[src/gcv_pkg.sv]
// Shared types and constants of the gap connector validator.
`timescale 1ns / 1ps
`default_nettype none

package gcv_pkg;

  // Connector selected by the mode register
  typedef enum logic [2:0] {
    MODE_NONE       = 3'd0,
    MODE_SPACE      = 3'd1,
    MODE_SPACE_OPT  = 3'd2,
    MODE_SPACE_MUST = 3'd3,
    MODE_INITIALS   = 3'd4,
    MODE_COMMA_LEAD = 3'd5,
    MODE_NAME       = 3'd6,
    MODE_LITERAL    = 3'd7
  } gcv_mode_e;

  // Register indexes on the configuration port (paddr[4:3])
  localparam logic [1:0] REG_MODE    = 2'd0;
  localparam logic [1:0] REG_LIT     = 2'd1;
  localparam logic [1:0] REG_LIT_LEN = 2'd2;

  localparam int unsigned APB_AW = 5;
  localparam int unsigned APB_DW = 64;

  // Byte codes the front end recognizes
  localparam logic [7:0] CH_TAB   = 8'h09;
  localparam logic [7:0] CH_NL    = 8'h0A;
  localparam logic [7:0] CH_SPACE = 8'h20;
  localparam logic [7:0] CH_APOS  = 8'h27;
  localparam logic [7:0] CH_COMMA = 8'h2C;
  localparam logic [7:0] CH_DASH  = 8'h2D;
  localparam logic [7:0] CH_DOT   = 8'h2E;
  localparam logic [7:0] CH_SLASH = 8'h2F;
  localparam logic [7:0] CH_COLON = 8'h3A;
  localparam logic [7:0] CH_SEMI  = 8'h3B;
  localparam logic [7:0] CH_A     = 8'h41;
  localparam logic [7:0] CH_Z     = 8'h5A;
  localparam logic [7:0] CH_PIPE  = 8'h7C;
  localparam logic [7:0] CH_DASH0 = 8'hE2;
  localparam logic [7:0] CH_DASH1 = 8'h80;
  localparam logic [7:0] CH_DASH2 = 8'h93;

  // Queue depth between front and back
  localparam int unsigned QDEPTH = 2;

  // Classified gap item
  typedef struct packed {
    logic [7:0] gap_byte;
    logic       is_last;
    logic       gap_empty;
    logic       sep;     // single-byte separator
    logic       nl;
    logic       e2;
    logic       b80;
    logic       b93;
    logic       colon;
    logic       apos;
    logic       space;
    logic       comma;
    logic       dot;
    logic       upper;
  } gcv_cls_t;

  // Head of the queue as seen by the back end
  typedef struct packed {
    logic     valid;
    gcv_cls_t cls;
  } gcv_q_out_t;

endpackage

`default_nettype wire

[src/gcv_if.sv]
// Handshake interfaces for gap items and verdict items.
`timescale 1ns / 1ps
`default_nettype none

interface gcv_gap_if;
  logic       valid;
  logic       ready;
  logic [7:0] gap_byte;
  logic       is_last;
  logic       gap_empty;

  modport source (output valid, gap_byte, is_last, gap_empty, input ready);
  modport sink   (input valid, gap_byte, is_last, gap_empty, output ready);
endinterface

interface gcv_res_if;
  logic valid;
  logic ready;
  logic gap_ok;

  modport source (output valid, gap_ok, input ready);
  modport sink   (input valid, gap_ok, output ready);
endinterface

`default_nettype wire

[src/gcv_front.sv]
// Front end: accepts gap items and classifies the byte.
`timescale 1ns / 1ps
`default_nettype none

module gcv_front (
  gcv_gap_if.sink          gap_i,
  input  logic             full_i,
  output logic             push_o,
  output gcv_pkg::gcv_cls_t cls_o
);

  logic [7:0] b;

  assign b           = gap_i.gap_byte;
  assign gap_i.ready = !full_i;
  assign push_o      = gap_i.valid && !full_i;

  // Byte classes used by the recognizers
  always_comb begin
    cls_o.gap_byte  = b;
    cls_o.is_last   = gap_i.is_last;
    cls_o.gap_empty = gap_i.gap_empty;
    cls_o.sep       = (b == gcv_pkg::CH_TAB)   || (b == gcv_pkg::CH_SPACE) ||
                      (b == gcv_pkg::CH_DOT)   || (b == gcv_pkg::CH_DASH)  ||
                      (b == gcv_pkg::CH_SLASH) || (b == gcv_pkg::CH_COMMA) ||
                      (b == gcv_pkg::CH_SEMI)  || (b == gcv_pkg::CH_PIPE);
    cls_o.nl        = (b == gcv_pkg::CH_NL);
    cls_o.e2        = (b == gcv_pkg::CH_DASH0);
    cls_o.b80       = (b == gcv_pkg::CH_DASH1);
    cls_o.b93       = (b == gcv_pkg::CH_DASH2);
    cls_o.colon     = (b == gcv_pkg::CH_COLON);
    cls_o.apos      = (b == gcv_pkg::CH_APOS);
    cls_o.space     = (b == gcv_pkg::CH_SPACE);
    cls_o.comma     = (b == gcv_pkg::CH_COMMA);
    cls_o.dot       = (b == gcv_pkg::CH_DOT);
    cls_o.upper     = (b >= gcv_pkg::CH_A) && (b <= gcv_pkg::CH_Z);
  end

endmodule

`default_nettype wire

[src/gcv_fifo.sv]
// Short queue of classified items between front and back end.
`timescale 1ns / 1ps
`default_nettype none

module gcv_fifo (
  input  logic               clk_i,
  input  logic               rst_ni,
  input  logic               push_i,
  input  gcv_pkg::gcv_cls_t  cls_i,
  input  logic               pop_i,
  output gcv_pkg::gcv_q_out_t q_o,
  output logic               full_o
);

  localparam int unsigned PW = $clog2(gcv_pkg::QDEPTH);
  localparam int unsigned CW = $clog2(gcv_pkg::QDEPTH + 1);

  gcv_pkg::gcv_cls_t mem_q [gcv_pkg::QDEPTH];
  logic [PW-1:0] wr_ptr_q, rd_ptr_q;
  logic [CW-1:0] cnt_q;
  logic          do_pop;

  assign full_o    = (cnt_q == CW'(gcv_pkg::QDEPTH));
  assign q_o.valid = (cnt_q != '0);
  assign q_o.cls   = mem_q[rd_ptr_q];
  assign do_pop    = pop_i && q_o.valid;

  // Pointers and fill count
  always_ff @(posedge clk_i or negedge rst_ni) begin
    if (!rst_ni) begin
      wr_ptr_q <= '0;
      rd_ptr_q <= '0;
      cnt_q    <= '0;
    end else begin
      if (push_i) wr_ptr_q <= wr_ptr_q + PW'(1);
      if (do_pop) rd_ptr_q <= rd_ptr_q + PW'(1);
      if (push_i && !do_pop) cnt_q <= cnt_q + CW'(1);
      else if (!push_i && do_pop) cnt_q <= cnt_q - CW'(1);
    end
  end

  // Storage
  always_ff @(posedge clk_i) begin
    if (push_i) mem_q[wr_ptr_q] <= cls_i;
  end

endmodule

`default_nettype wire

[src/gcv_back.sv]
// Back end: connector recognizers, verdict and result register.
`timescale 1ns / 1ps
`default_nettype none

module gcv_back #(
  parameter int unsigned MAX_GAP     = 12,
  parameter int unsigned LITERAL_MAX = 8
) (
  input  logic                clk_i,
  input  logic                rst_ni,
  input  gcv_pkg::gcv_mode_e  mode_i,
  input  logic [63:0]         lit_bytes_i,
  input  logic [3:0]          lit_len_i,
  input  gcv_pkg::gcv_q_out_t q_i,
  output logic                pop_o,
  gcv_res_if.source           res_o
);

  localparam int unsigned BCW = $clog2(MAX_GAP + 2);
  localparam logic [BCW-1:0] GAP_LIM = BCW'(MAX_GAP);
  localparam logic [3:0]     LIT_LIM = 4'(LITERAL_MAX);

  // Recognizer phase codes
  localparam logic [2:0] MB_IDLE = 3'd0, MB_E2 = 3'd1, MB_80 = 3'd2,
                         MB_C1 = 3'd3, MB_C2 = 3'd4;
  localparam logic [1:0] CM_START = 2'd0, CM_SPACES = 2'd1, CM_DEAD = 2'd2;
  localparam logic [2:0] IN_SPACE = 3'd0, IN_LETTER = 3'd1, IN_AFTER = 3'd2,
                         IN_DOT = 3'd3, IN_DEAD = 3'd4;
  localparam logic [1:0] LT_LEAD = 2'd0, LT_TEXT = 2'd1, LT_TRAIL = 2'd2,
                         LT_DEAD = 2'd3;

  typedef struct packed {
    logic [BCW-1:0] byte_cnt;
    logic [1:0]     item_cnt;
    logic [2:0]     mb_phase;
    logic           item_dead;
    logic [1:0]     cm_phase;
    logic [3:0]     cm_cnt;
    logic [2:0]     in_phase;
    logic [1:0]     in_cnt;
    logic [1:0]     lt_phase;
    logic [3:0]     lt_idx;
  } gap_state_t;

  gap_state_t        st_q, st_d;
  gcv_pkg::gcv_cls_t c;
  logic [3:0]        len;
  logic [5:0]        lit_sel;
  logic [7:0]        lit_cur;
  logic              ends, verdict, items_ok1, items_ok0, comma_ok1, comma_ok0;
  logic              out_valid_q, out_ok_q;

  assign c       = q_i.cls;
  assign ends    = c.is_last || c.gap_empty;
  assign len     = (lit_len_i > LIT_LIM) ? LIT_LIM : lit_len_i;
  assign lit_sel = {st_q.lt_idx[2:0], 3'b000};
  assign lit_cur = lit_bytes_i[lit_sel +: 8];
  assign pop_o   = q_i.valid && (!ends || !out_valid_q || res_o.ready);

  // Next gap state for one byte
  always_comb begin
    st_d = st_q;
    if (!c.gap_empty) begin
      // separator items
      if (!st_q.item_dead) begin
        case (st_q.mb_phase)
          MB_IDLE: begin
            if (st_q.item_cnt == 2'd3) st_d.item_dead = 1'b1;
            else if (c.sep || (c.nl && mode_i == gcv_pkg::MODE_SPACE))
              st_d.item_cnt = st_q.item_cnt + 2'd1;
            else if (c.e2) st_d.mb_phase = MB_E2;
            else if (c.colon) st_d.mb_phase = MB_C1;
            else st_d.item_dead = 1'b1;
          end
          MB_E2: begin
            if (c.b80) st_d.mb_phase = MB_80;
            else st_d.item_dead = 1'b1;
          end
          MB_80: begin
            if (c.b93) begin
              st_d.mb_phase = MB_IDLE;
              st_d.item_cnt = st_q.item_cnt + 2'd1;
            end else st_d.item_dead = 1'b1;
          end
          MB_C1: begin
            if (c.colon) st_d.mb_phase = MB_C2;
            else st_d.item_dead = 1'b1;
          end
          MB_C2: begin
            if (c.apos) begin
              st_d.mb_phase = MB_IDLE;
              st_d.item_cnt = st_q.item_cnt + 2'd1;
            end else st_d.item_dead = 1'b1;
          end
          default: st_d.item_dead = 1'b1;
        endcase
      end

      // optional comma then spaces
      case (st_q.cm_phase)
        CM_START: begin
          if (c.comma) st_d.cm_phase = CM_SPACES;
          else if (c.space) begin
            st_d.cm_phase = CM_SPACES;
            st_d.cm_cnt   = 4'd1;
          end else st_d.cm_phase = CM_DEAD;
        end
        CM_SPACES: begin
          if (c.space) begin
            if (st_q.cm_cnt != 4'd15) st_d.cm_cnt = st_q.cm_cnt + 4'd1;
          end else st_d.cm_phase = CM_DEAD;
        end
        default: ;
      endcase

      // capital initials, leading comma in comma-led mode
      if (st_q.byte_cnt == '0 && mode_i == gcv_pkg::MODE_COMMA_LEAD) begin
        if (!c.comma) st_d.in_phase = IN_DEAD;
      end else begin
        case (st_q.in_phase)
          IN_SPACE: st_d.in_phase = c.space ? IN_LETTER : IN_DEAD;
          IN_LETTER: begin
            if (st_q.in_cnt != 2'd3 && c.upper) begin
              st_d.in_cnt   = st_q.in_cnt + 2'd1;
              st_d.in_phase = IN_AFTER;
            end else st_d.in_phase = IN_DEAD;
          end
          IN_AFTER: begin
            if (c.dot) st_d.in_phase = IN_DOT;
            else if (c.space) st_d.in_phase = IN_LETTER;
            else st_d.in_phase = IN_DEAD;
          end
          IN_DOT:  st_d.in_phase = c.space ? IN_LETTER : IN_DEAD;
          default: st_d.in_phase = IN_DEAD;
        endcase
      end

      // spaces, literal text, spaces
      case (st_q.lt_phase)
        LT_LEAD: begin
          if (!c.space) begin
            if (len == 4'd0 || c.gap_byte != lit_bytes_i[7:0]) st_d.lt_phase = LT_DEAD;
            else begin
              st_d.lt_idx   = 4'd1;
              st_d.lt_phase = (len <= 4'd1) ? LT_TRAIL : LT_TEXT;
            end
          end
        end
        LT_TEXT: begin
          if (st_q.lt_idx >= len || c.gap_byte != lit_cur) st_d.lt_phase = LT_DEAD;
          else begin
            st_d.lt_idx = st_q.lt_idx + 4'd1;
            if (st_q.lt_idx + 4'd1 >= len) st_d.lt_phase = LT_TRAIL;
          end
        end
        LT_TRAIL: if (!c.space) st_d.lt_phase = LT_DEAD;
        default: ;
      endcase

      if (st_q.byte_cnt <= GAP_LIM) st_d.byte_cnt = st_q.byte_cnt + BCW'(1);
    end
  end

  // Verdict over the state after this item
  assign items_ok0 = !st_d.item_dead && st_d.mb_phase == MB_IDLE;
  assign items_ok1 = items_ok0 && st_d.item_cnt != 2'd0;
  assign comma_ok0 = st_d.cm_phase != CM_DEAD && st_d.cm_cnt <= 4'd10;
  assign comma_ok1 = comma_ok0 && st_d.cm_cnt != 4'd0;

  always_comb begin
    verdict = 1'b0;
    if (st_d.byte_cnt <= GAP_LIM) begin
      unique case (mode_i)
        gcv_pkg::MODE_NONE:       verdict = st_d.byte_cnt == '0;
        gcv_pkg::MODE_SPACE,
        gcv_pkg::MODE_SPACE_MUST: verdict = items_ok1 || comma_ok1;
        gcv_pkg::MODE_SPACE_OPT:  verdict = st_d.byte_cnt == '0 || items_ok0 || comma_ok0;
        gcv_pkg::MODE_INITIALS:   verdict = st_d.in_phase == IN_LETTER;
        gcv_pkg::MODE_COMMA_LEAD:
          verdict = st_d.byte_cnt != '0 && st_d.in_phase == IN_LETTER;
        gcv_pkg::MODE_NAME:
          verdict = st_d.byte_cnt == BCW'(1) && st_d.cm_cnt == 4'd1;
        default:
          verdict = st_d.lt_phase == LT_TRAIL || (st_d.lt_phase == LT_LEAD && len == 4'd0);
      endcase
    end
  end

  // Gap state: cleared once the gap ends
  always_ff @(posedge clk_i or negedge rst_ni) begin
    if (!rst_ni) begin
      st_q <= '0;
    end else if (pop_o) begin
      st_q <= ends ? '0 : st_d;
    end
  end

  // Result register
  always_ff @(posedge clk_i or negedge rst_ni) begin
    if (!rst_ni) begin
      out_valid_q <= 1'b0;
    end else if (pop_o && ends) begin
      out_valid_q <= 1'b1;
    end else if (res_o.ready) begin
      out_valid_q <= 1'b0;
    end
  end

  always_ff @(posedge clk_i) begin
    if (pop_o && ends) out_ok_q <= verdict;
  end

  assign res_o.valid  = out_valid_q;
  assign res_o.gap_ok = out_ok_q;

endmodule

`default_nettype wire

[src/gap_connector_validator_top.sv]
// Top level of the gap connector validator: config registers and the pipeline.
//
//  channel  dir  handshake      payload
//  gap_i    in   valid/ready    gap_byte[7:0], is_last, gap_empty
//  res_o    out  valid/ready    gap_ok
//  apb      in   psel/penable   paddr[4:0], pwdata[63:0] -> prdata[63:0]
//
// One gap item per cycle while the queue is not full; a verdict leaves after the
// item that ends the gap is accepted, passing the front queue and then the
// recognizer/result register. The rate is set by the back end, which updates all
// recognizers together for each item. Reset clears the config registers, the
// queue and all gap state. A stalled result holds the back end only on the next
// gap-ending item; the two-entry queue lets the front keep accepting meanwhile.
`timescale 1ns / 1ps
`default_nettype none

module gap_connector_validator_top #(
  parameter int unsigned MAX_GAP     = 12,
  parameter int unsigned LITERAL_MAX = 8
) (
  input  logic                          clk_i,
  input  logic                          rst_ni,
  gcv_gap_if.sink                       gap_i,
  gcv_res_if.source                     res_o,
  input  logic                          psel,
  input  logic                          penable,
  input  logic                          pwrite,
  input  logic [gcv_pkg::APB_AW-1:0]    paddr,
  input  logic [gcv_pkg::APB_DW-1:0]    pwdata,
  output logic [gcv_pkg::APB_DW-1:0]    prdata,
  output logic                          pready
);

  gcv_pkg::gcv_mode_e  mode_q;
  logic [63:0]         lit_bytes_q;
  logic [3:0]          lit_len_q;
  logic                cfg_wr;
  logic [1:0]          reg_idx;
  logic                push, full, pop;
  gcv_pkg::gcv_cls_t   cls;
  gcv_pkg::gcv_q_out_t q_head;

  assign pready  = 1'b1;
  assign reg_idx = paddr[4:3];
  assign cfg_wr  = psel && penable && pwrite && pready;

  // Config register writes
  always_ff @(posedge clk_i or negedge rst_ni) begin
    if (!rst_ni) begin
      mode_q      <= gcv_pkg::MODE_NONE;
      lit_bytes_q <= '0;
      lit_len_q   <= '0;
    end else if (cfg_wr) begin
      unique case (reg_idx)
        gcv_pkg::REG_MODE:    mode_q      <= gcv_pkg::gcv_mode_e'(pwdata[2:0]);
        gcv_pkg::REG_LIT:     lit_bytes_q <= pwdata;
        gcv_pkg::REG_LIT_LEN: lit_len_q   <= pwdata[3:0];
        default: ;
      endcase
    end
  end

  // Read-back decode
  always_comb begin
    unique case (reg_idx)
      gcv_pkg::REG_MODE:    prdata = {61'd0, mode_q};
      gcv_pkg::REG_LIT:     prdata = lit_bytes_q;
      gcv_pkg::REG_LIT_LEN: prdata = {60'd0, lit_len_q};
      default:              prdata = '0;
    endcase
  end

  gcv_front u_front (
    .gap_i  (gap_i),
    .full_i (full),
    .push_o (push),
    .cls_o  (cls)
  );

  gcv_fifo u_fifo (
    .clk_i  (clk_i),
    .rst_ni (rst_ni),
    .push_i (push),
    .cls_i  (cls),
    .pop_i  (pop),
    .q_o    (q_head),
    .full_o (full)
  );

  gcv_back #(
    .MAX_GAP     (MAX_GAP),
    .LITERAL_MAX (LITERAL_MAX)
  ) u_back (
    .clk_i       (clk_i),
    .rst_ni      (rst_ni),
    .mode_i      (mode_q),
    .lit_bytes_i (lit_bytes_q),
    .lit_len_i   (lit_len_q),
    .q_i         (q_head),
    .pop_o       (pop),
    .res_o       (res_o)
  );

  // A new result only follows a gap-ending item leaving the queue
  a_res_from_end: assert property (@(posedge clk_i) disable iff (!rst_ni)
    $rose(res_o.valid) |->
      $past(pop && (q_head.cls.is_last || q_head.cls.gap_empty)))
    else $error("result without a gap-ending item");

  // Back end never pops from an empty queue
  a_pop_nonempty: assert property (@(posedge clk_i) disable iff (!rst_ni)
    pop |-> q_head.valid)
    else $error("pop from empty queue");

  // A pending result is never overwritten
  a_no_overwrite: assert property (@(posedge clk_i) disable iff (!rst_ni)
    (pop && (q_head.cls.is_last || q_head.cls.gap_empty)) |->
      (!res_o.valid || res_o.ready))
    else $error("result overwritten while stalled");

endmodule

`default_nettype wire
[src/flat_wrapper.sv]
// flat-port wrapper written by rule: the top's interface ports become plain ports
module gap_connector_validator_top_flat 
#(
  parameter int unsigned MAX_GAP     = 12,
  parameter int unsigned LITERAL_MAX = 8
)
  (clk_i, rst_ni, psel, penable, pwrite, paddr, pwdata, prdata, pready, gap_i_valid, gap_i_gap_byte, gap_i_is_last, gap_i_gap_empty, gap_i_ready, res_o_valid, res_o_gap_ok, res_o_ready);
  gcv_gap_if gap_i_i ();
  gcv_res_if res_o_i ();
  input  logic clk_i;
  input  logic rst_ni;
  input  logic psel;
  input  logic penable;
  input  logic pwrite;
  input  logic [gcv_pkg::APB_AW-1:0] paddr;
  input  logic [gcv_pkg::APB_DW-1:0] pwdata;
  output logic [gcv_pkg::APB_DW-1:0] prdata;
  output logic pready;
  input wire logic [$bits(gap_i_i.valid)-1:0] gap_i_valid;
  input wire logic [$bits(gap_i_i.gap_byte)-1:0] gap_i_gap_byte;
  input wire logic [$bits(gap_i_i.is_last)-1:0] gap_i_is_last;
  input wire logic [$bits(gap_i_i.gap_empty)-1:0] gap_i_gap_empty;
  output wire logic [$bits(gap_i_i.ready)-1:0] gap_i_ready;
  output wire logic [$bits(res_o_i.valid)-1:0] res_o_valid;
  output wire logic [$bits(res_o_i.gap_ok)-1:0] res_o_gap_ok;
  input wire logic [$bits(res_o_i.ready)-1:0] res_o_ready;
  assign gap_i_i.valid = gap_i_valid;
  assign gap_i_i.gap_byte = gap_i_gap_byte;
  assign gap_i_i.is_last = gap_i_is_last;
  assign gap_i_i.gap_empty = gap_i_gap_empty;
  assign gap_i_ready = gap_i_i.ready;
  assign res_o_valid = res_o_i.valid;
  assign res_o_gap_ok = res_o_i.gap_ok;
  assign res_o_i.ready = res_o_ready;
  gap_connector_validator_top #(.MAX_GAP(MAX_GAP), .LITERAL_MAX(LITERAL_MAX)) u_core (.clk_i(clk_i), .rst_ni(rst_ni), .gap_i(gap_i_i), .res_o(res_o_i), .psel(psel), .penable(penable), .pwrite(pwrite), .paddr(paddr), .pwdata(pwdata), .prdata(prdata), .pready(pready));
endmodule
[config.mk]
export PLATFORM = sky130hd
export DESIGN_NAME = gap_connector_validator_top_flat
export DESIGN_NICKNAME = d
export VERILOG_FILES = /design/src/gcv_pkg.sv /design/src/gcv_if.sv /design/src/gcv_front.sv /design/src/gcv_fifo.sv /design/src/gcv_back.sv /design/src/gap_connector_validator_top.sv /design/src/flat_wrapper.sv
export SDC_FILE = /design/constraint.sdc
export NUM_CORES = 1
export LEC_CHECK = 0
export BUFFER_PORTS_ARGS = -buffer_cell sky130_fd_sc_hd__buf_2
export CORE_UTILIZATION = 51
export DETAILED_ROUTE_END_ITERATION = 6
export GPL_ROUTABILITY_DRIVEN = 0
export PLACE_DENSITY = 0.76
export SYNTH_ARGS = -nofsm -noshare
export SYNTH_HDL_FRONTEND = slang
export SYNTH_HIERARCHICAL = 1
export SYNTH_SLANG_ARGS = --single-unit
[constraint.sdc]
create_clock -name clk_i -period 2.6 [get_ports clk_i]
set_input_delay 0 -clock clk_i [delete_from_list [all_inputs] [get_ports clk_i]]
set_output_delay 0 -clock clk_i [all_outputs]
set_load 0.01 [all_outputs]
==> results of run 1 <==
==> synthesized netlist by cell type, types with 12 or more instances <==
library cell / instances
dfrtp_1: 103
and2_1: 63
mux2_4: 60
edfxtp_1: 43
nand2_1: 36
mux2i_1: 32
nor2_1: 30
o21ai_0: 30
mux2_2: 28
a21oi_1: 23
inv_1: 20
clkbuf_1: 18
buf_4: 15
ha_1: 15
nor3_1: 15
nor2b_1: 13
xor2_1: 12
==> layout make-up <==
| cell class | instances | area, sq um |
|---|---|---|
| fillers | 1176 | 5360 |
| multi-input cells | 516 | 4390 |
| clock inverters | 6 | 37.5 |
| diodes | 2 | 5.00 |
| inverters | 20 | 75.1 |
| well taps | 220 | 275 |
| repair buffers | 280 | 1990 |
| clock buffers | 24 | 472 |
| flip-flops and latches | 146 | 3870 |
==> path summary, 6_finish.rpt <==
path,from,end,slack [ns],cells after the start
worst min register to register,u_core/u_fifo/cnt_q[1],u_core/u_fifo/cnt_q[1],0.49,1
min in group asynchronous,rst_ni,u_core/lit_bytes_q[39],0.20,2
worst min-delay path,paddr[3],u_core/lit_len_q[3],0.12,3
max in group asynchronous,rst_ni,u_core/u_back/st_q[10],1.66,3
worst max register to register,u_core/u_fifo/rd_ptr_q,u_core/u_back/res_o.gap_ok,-0.04,9
worst max-delay path,u_core/u_fifo/rd_ptr_q,u_core/u_back/res_o.gap_ok,-0.04,9
==> metrics by stage <==
step / util [%] / setup TNS [ns] / power, mW
after global placement: 58.7 / -0.0780 / 6.66
after floorplan: - / 0 / 5.58
after global routing: 67.5 / -0.131 / 9.70
after detailed placement: 58.7 / -0.0867 / 6.71
final: 67.5 / -0.0424 / 9.23
after CTS: 67.2 / -0.0230 / 9.13
==> worst max-delay path, cell delays in order, from the launching register on <==
cell and delay [ns]:
dfrtp_2 0.44, mux2_4 0.35, buf_12 0.14, nor2_2 0.20, o2111ai_1 0.15, a32o_1 0.26, nor3b_2 0.21, a311oi_1 0.13
o41ai_2 0.40, o31ai_2 0.11
==> power by group through the flow <==
| stage | Combinational (mW) | Sequential [mW] | Clock [mW] |
|---|---|---|---|
| finish | 3.63 | 3.43 | 2.17 |
| global route | 3.91 | 3.49 | 2.29 |
| CTS | 3.53 | 3.41 | 2.19 |
| detailed placement | 3.28 | 3.43 | 0 |
| global placement | 3.24 | 3.41 | 0 |
| floorplan | 2.33 | 3.25 | 0 |
==> state kept, by name, summed over array words and instances, names as in the netlist <==
signal                      count
u_core/lit_bytes_q             64
u_core/lit_len_q                4
u_core/mode_q                   3
u_core/u_back/lit_sel           3
u_core/u_back/res_o.gap_ok      1
u_core/u_back/res_o.valid       1
u_core/u_back/st_q             24
u_core/u_fifo/cnt_q             2
u_core/u_fifo/mem_q            42
u_core/u_fifo/rd_ptr_q          1
u_core/u_fifo/wr_ptr_q          1
==> repair_timing <==
item,4_1_cts,5_1_grt
pin swaps,3,1
endpoints found under the setup margin,1,5
gates resized for setup,15,7
hold buffers,77,0
buffers inserted,6,0
endpoints found under the hold margin,151,0
==> layer usage <==
layer,GRT usage [%],part of all wire [%]
met2,45.6,50
met4,12.6,2.9
met1,33.9,42
met3,4.75,5.5
met5,0,0
==> cell families after synthesis <==
group,count (synthesis),synth area share [%]
other cells,1,0.0438
fa+ha+maj,15,2.19
mux,130,20.1
compound gates,119,9.45
simple gates,231,15.8
buf+inv,67,5.21
xor+xnor,20,2.04
flops,146,45.1
==> impl_metrics.yaml, run 1 <==
timing:
  tightest_slew_ns: 0.767
  hold_slack_ns: 0.118
  finalClockSkew_ns: 0.0163
  max-slew-margin-rel_pct: 48.8
  fmax_mhz: 378
  period_needed_ns: 2.64
  period_share_pct: 102
  hold_viol_final: 0
  drv_slew: 0
  rsz0062_at_grt: "yes"
  finalSetupViolations: 1
  setup_slack_ns: -0.0424
final_layout:
  nets: 1082
  syn_to_final_growth_pct: 29.6
  final_cell_area_sq_um: 11100
  final_common_cell: "buf_2"
  layout-drive-gt1-share_pct: 36.1
  final_cell_mix: "148 x buf_2, 100 x dfrtp_1, 77 x dlygate4sd3_1"
  fin_cells: 1214
global_routing:
  antenna_found_initial: 2
  grt_use_total_pct: 27.1
  grt_max_degree: 65
  grt_pass1_wl_um: 36600
  grt_pass1_vias: 7016
  grt_overflow: 0
floorplan:
  chipWidth_um: 132
  die_y_um: 132
  fp-row-count: 47
  initial_core_util_pct: 52.1
  core_area_sq_um: 16500
  io_pins: 154
  die_area_sq_um: 17300
detailed_routing:
  avgViaCountPerCell: 5.63
  routed_wl_um: 22900
  post-route-drc-count: 0
  wl_per_cell_um: 18.9
  drtIter0Drc: 386
  ant_nets: 0
  drt_pass1_iterations: 5
  num_vias: 6839
power:
  p_int_mw: 6.02
  power_density_nw_per_um2: 831
  p_comb_share_pct: 39.3
  p_clk_share_pct: 23.5
  netSwitchingFraction_pct: 34.8
  p_switching_mw: 3.21
  leakagePower_nw: 4.94
  seqPwrFrac_pct: 37.2
  vdd_drop_max_v: 0.000636
min_path:
  timing.hold.worst.class: "input pin to register"
place:
  dpl_cell_area_sq_um: 9670
  place_ws_ns: -0.0867
  io_buffers: 149
  dp_hpwl_um: 14700
  dp_cells: 1099
synth:
  ys_ff_latch: 146
  ys_warn_count: 6
  syn-num-nets: 830
  synth_cell_types: 78
  synth_edf_count: 43
  async_flop_share_pct: 70.5
  synth_ff_type: "dfrtp_1"
  ys_seq_area_share_pct: 45.1
  syn_area_sq_um: 8570
  synth_cells: 729
  syn_area_per_cell_sq_um: 11.8
  synth_top_area_share_pct: 30.1
  ys_top_cells_by_area: "dfrtp_1 30%, edfxtp_1 15%, mux2_4 11%, and2_1 4.6%, mux2i_1 3.7%"
  yosys.area.top_type: "dfrtp_1"
clocking:
  cts_tree: "built"
  cts_root_buffer: "clkbuf_16"
  htree_levels: 4
  clkTransAtPathRegs_ns: 0.06
  numCtsBuffers: 17
  clock_latency_ns: 0.43
  cts_sinks: 146
  clock_path_buffers: 2
job:
  drv_cap: 0
critical_path:
  worstPathRequired_ns: 2.76
  end_kind: "register"
  cp_max_fo: 4
  critPathKind: "register to register"
  arrival_ns: 2.81
  worstSetupStartpointType: "register"
status:
  status: "finished, violations left"
  violations: "negative setup slack"
Power figures use the tool's default switching activity.
==> run 2: changes to the inputs <==
--- a/config.mk
+++ b/config.mk
@@ -6,6 +6,7 @@
 export NUM_CORES = 1
 export LEC_CHECK = 0
 export BUFFER_PORTS_ARGS = -buffer_cell sky130_fd_sc_hd__buf_2
+export CORE_ASPECT_RATIO = 0.7
 export CORE_UTILIZATION = 51
 export DETAILED_ROUTE_END_ITERATION = 6
 export GPL_ROUTABILITY_DRIVEN = 0
==> run 2 against run 1 <==
Compared with the run above:
- count of clock-buffer cells in the layout decreased by 5
- first-iteration DRC count increased by 74%
- critical path depth increased by 1
- largest power group unchanged
- via count increased by 2.0%
- worst setup slack got worse by 0.035 ns
- wire length increased by 4.3%
- design area increased by 1.3%
- sequential share of layout area decreased by 0.47 points
- total power increased by 3.3%
- sequential cell count unchanged
- worst hold slack got worse by 0.028 ns
- the run still ends with negative setup slack left
==> impl_metrics.yaml, run 2 (same netlist as run 1, synthesis figures left out) <==
status:
  status: "finished, violations left"
  violations: "negative setup slack"
clocking:
  clkTransAtPathRegs_ns: 0.06
  numCtsBuffers: 17
  cts_sinks: 146
  cts_root_buffer: "clkbuf_16"
  cts_tree: "built"
  htree_levels: 4
  clock_path_buffers: 2
  clock_latency_ns: 0.43
critical_path:
  crit_path_cell_trace: "buf_4 > ha_1 > ha_1 > a21boi_1 > o21ai_0 > nand2b_1 > a211oi_2 > and2_4 > o31a_4 > o31ai_2"
  end_kind: "register"
  reg2reg_depth: 10
  timing.rr.end: "u_core/u_back/res_o.gap_ok"
  crit_top_cell: "ha_1"
  max_stage_delay_ns: 0.48
  worstPathRequired_ns: 2.77
  worstSetupStartpointType: "register"
  r2r_setup_slack_ns: -0.08
  arrival_ns: 2.84
  r2r-start: "u_core/u_back/lit_sel[3]"
  critPathKind: "register to register"
  crit_slowest_cell: "dfrtp_2"
  cp_max_fo: 7
power:
  p_clk_share_pct: 25.1
  p_switching_mw: 3.41
  leakagePower_nw: 4.99
  netSwitchingFraction_pct: 35.8
  p_comb_share_pct: 38.7
  vdd_drop_max_v: 0.000548
  p_int_mw: 6.12
  power_density_nw_per_um2: 847
  seqPwrFrac_pct: 36.1
floorplan:
  chipWidth_um: 157
  die_y_um: 110
  core_area_sq_um: 16400
  fp-row-count: 39
  initial_core_util_pct: 52.3
  io_pins: 154
  die_area_sq_um: 17300
global_routing:
  grt_pass1_wl_um: 38100
  grt_overflow: 0
  grt_pass1_vias: 6879
  grt_max_degree: 61
  antenna_found_initial: 0
  grt_use_total_pct: 29.2
detailed_routing:
  drtIter0Drc: 673
  num_vias: 6977
  drt_pass1_iterations: 5
  wl_per_cell_um: 19.6
  ant_nets: 0
  routed_wl_um: 23900
  post-route-drc-count: 0
  avgViaCountPerCell: 5.72
final_layout:
  biggestRegsByFlops: "u_core/lit_bytes_q (64), u_core/u_fifo/mem_q (42), u_core/u_back/st_q (24)"
  layout-drive-gt1-share_pct: 37.7
  final_cell_area_sq_um: 11300
  antennaDiodeCount: 0
  nets: 1082
  final_cell_mix: "148 x buf_2, 102 x dfrtp_1, 78 x dlygate4sd3_1"
  syn_to_final_growth_pct: 31.3
  final_common_cell: "buf_2"
  regMostFlops: "u_core/lit_bytes_q"
  largest_reg_flops: 64
timing:
  max-slew-margin-rel_pct: 41.6
  period_share_pct: 103
  hold_viol_final: 0
  period_needed_ns: 2.68
  rsz0062_at_grt: "yes"
  finalSetupViolations: 1
  tightest_slew_ns: 0.872
  setup_slack_ns: -0.0774
  fmax_mhz: 373
  drv_slew: 0
  finalClockSkew_ns: 0.00735
min_path:
  hold_path_end: "u_core/lit_bytes_q[1]"
  timing.hold.worst.class: "input pin to register"
  min_from: "paddr[4]"
  holdPathStages: 3
place:
  dp_hpwl_um: 15500
  dpl_cell_area_sq_um: 9660
  place_ws_ns: -0.125
  io_buffers: 149
job:
  drv_cap: 0
-- run 2: cell type report --
cell class	count	area [sq um]
Clock buffer	19	443
Clock inverter	13	125
Fill cell	1119	5140
Inverter	20	75.1
Multi-Input combinational cell	516	4460
Sequential cell	146	3870
Tap cell	225	282
Timing Repair Buffer	280	2000
-- run 2: worst max-delay path by stage --
stage | slack (ns) | startpoint | end | cells past startpoint
floorplan | 0.08 | u_core/u_fifo/rd_ptr_q | u_core/u_fifo/cnt_q[1] | 12
global placement | -0.1 | u_core/u_back/lit_sel[3] | u_core/u_back/res_o.gap_ok | 9
detailed placement | -0.13 | u_core/u_back/lit_sel[3] | u_core/u_back/res_o.gap_ok | 9
CTS | 0.003 | u_core/u_fifo/rd_ptr_q | u_core/u_back/res_o.gap_ok | 9
global route | -0.14 | u_core/u_fifo/rd_ptr_q | u_core/u_back/res_o.gap_ok | 10
finish | -0.08 | u_core/u_back/lit_sel[3] | u_core/u_back/res_o.gap_ok | 10
-- run 2: stage by stage --
| step | utilization, % | total power, mW | cells | setup TNS [ns] | hold slack [ns] |
|---|---|---|---|---|---|
| floorplan | - | 5.58 | 729 | 0 | -0.296 |
| global placement | 58.9 | 6.62 | 1102 | -0.0996 | -0.0995 |
| detailed placement | 58.9 | 6.68 | 1102 | -0.125 | -0.0959 |
| CTS | 68.0 | 9.30 | 1216 | 0 | 0.0709 |
| global route | 68.6 | 10.0 | 1219 | -0.176 | 0.0919 |
| finish | 68.6 | 9.53 | 1219 | -0.0774 | 0.0907 |
-- run 2: power by group through the flow --
stage	sequential [mW]	combinational, mW	clock (mW)
2_1_floorplan	3.25	2.33	0
3_3_place_gp	3.41	3.20	0
3_5_place_dp	3.42	3.26	0
4_1_cts	3.40	3.49	2.42
5_1_grt	3.51	3.97	2.54
6_report	3.44	3.69	2.39
-- run 2: repair_timing --
action                                  4_1_cts  5_1_grt
endpoints found under the setup margin        2        7
setup buffers                                 4        3
endpoints found under the hold margin       198        0
resized for setup                            28       16
hold buffers                                 78        0
pin swaps                                     5       12
-- run 2: routing by layer --
metal | share of wire [%] | track usage, % | vias to the layer above
li1 | - | - | 3149
met1 | 44 | 42.0 | 3392
met2 | 46 | 42.5 | 376
met3 | 7.7 | 6.36 | 60
met4 | 2.8 | 12.0 | 0
met5 | 0 | 0 | -
-- run 2: critical path: cells and delay by family, from the launching register on --
| kind | cells | cell delay [ns] |
|---|---|---|
| buffers and inverters | 1 | 0.17 |
| AND/OR/NAND/NOR | 2 | 0.35 |
| AO/OA/AOI/OAI | 5 | 0.83 |
| adder cells (fa/ha/maj) | 2 | 0.58 |
| flip-flops | 1 | 0.48 |
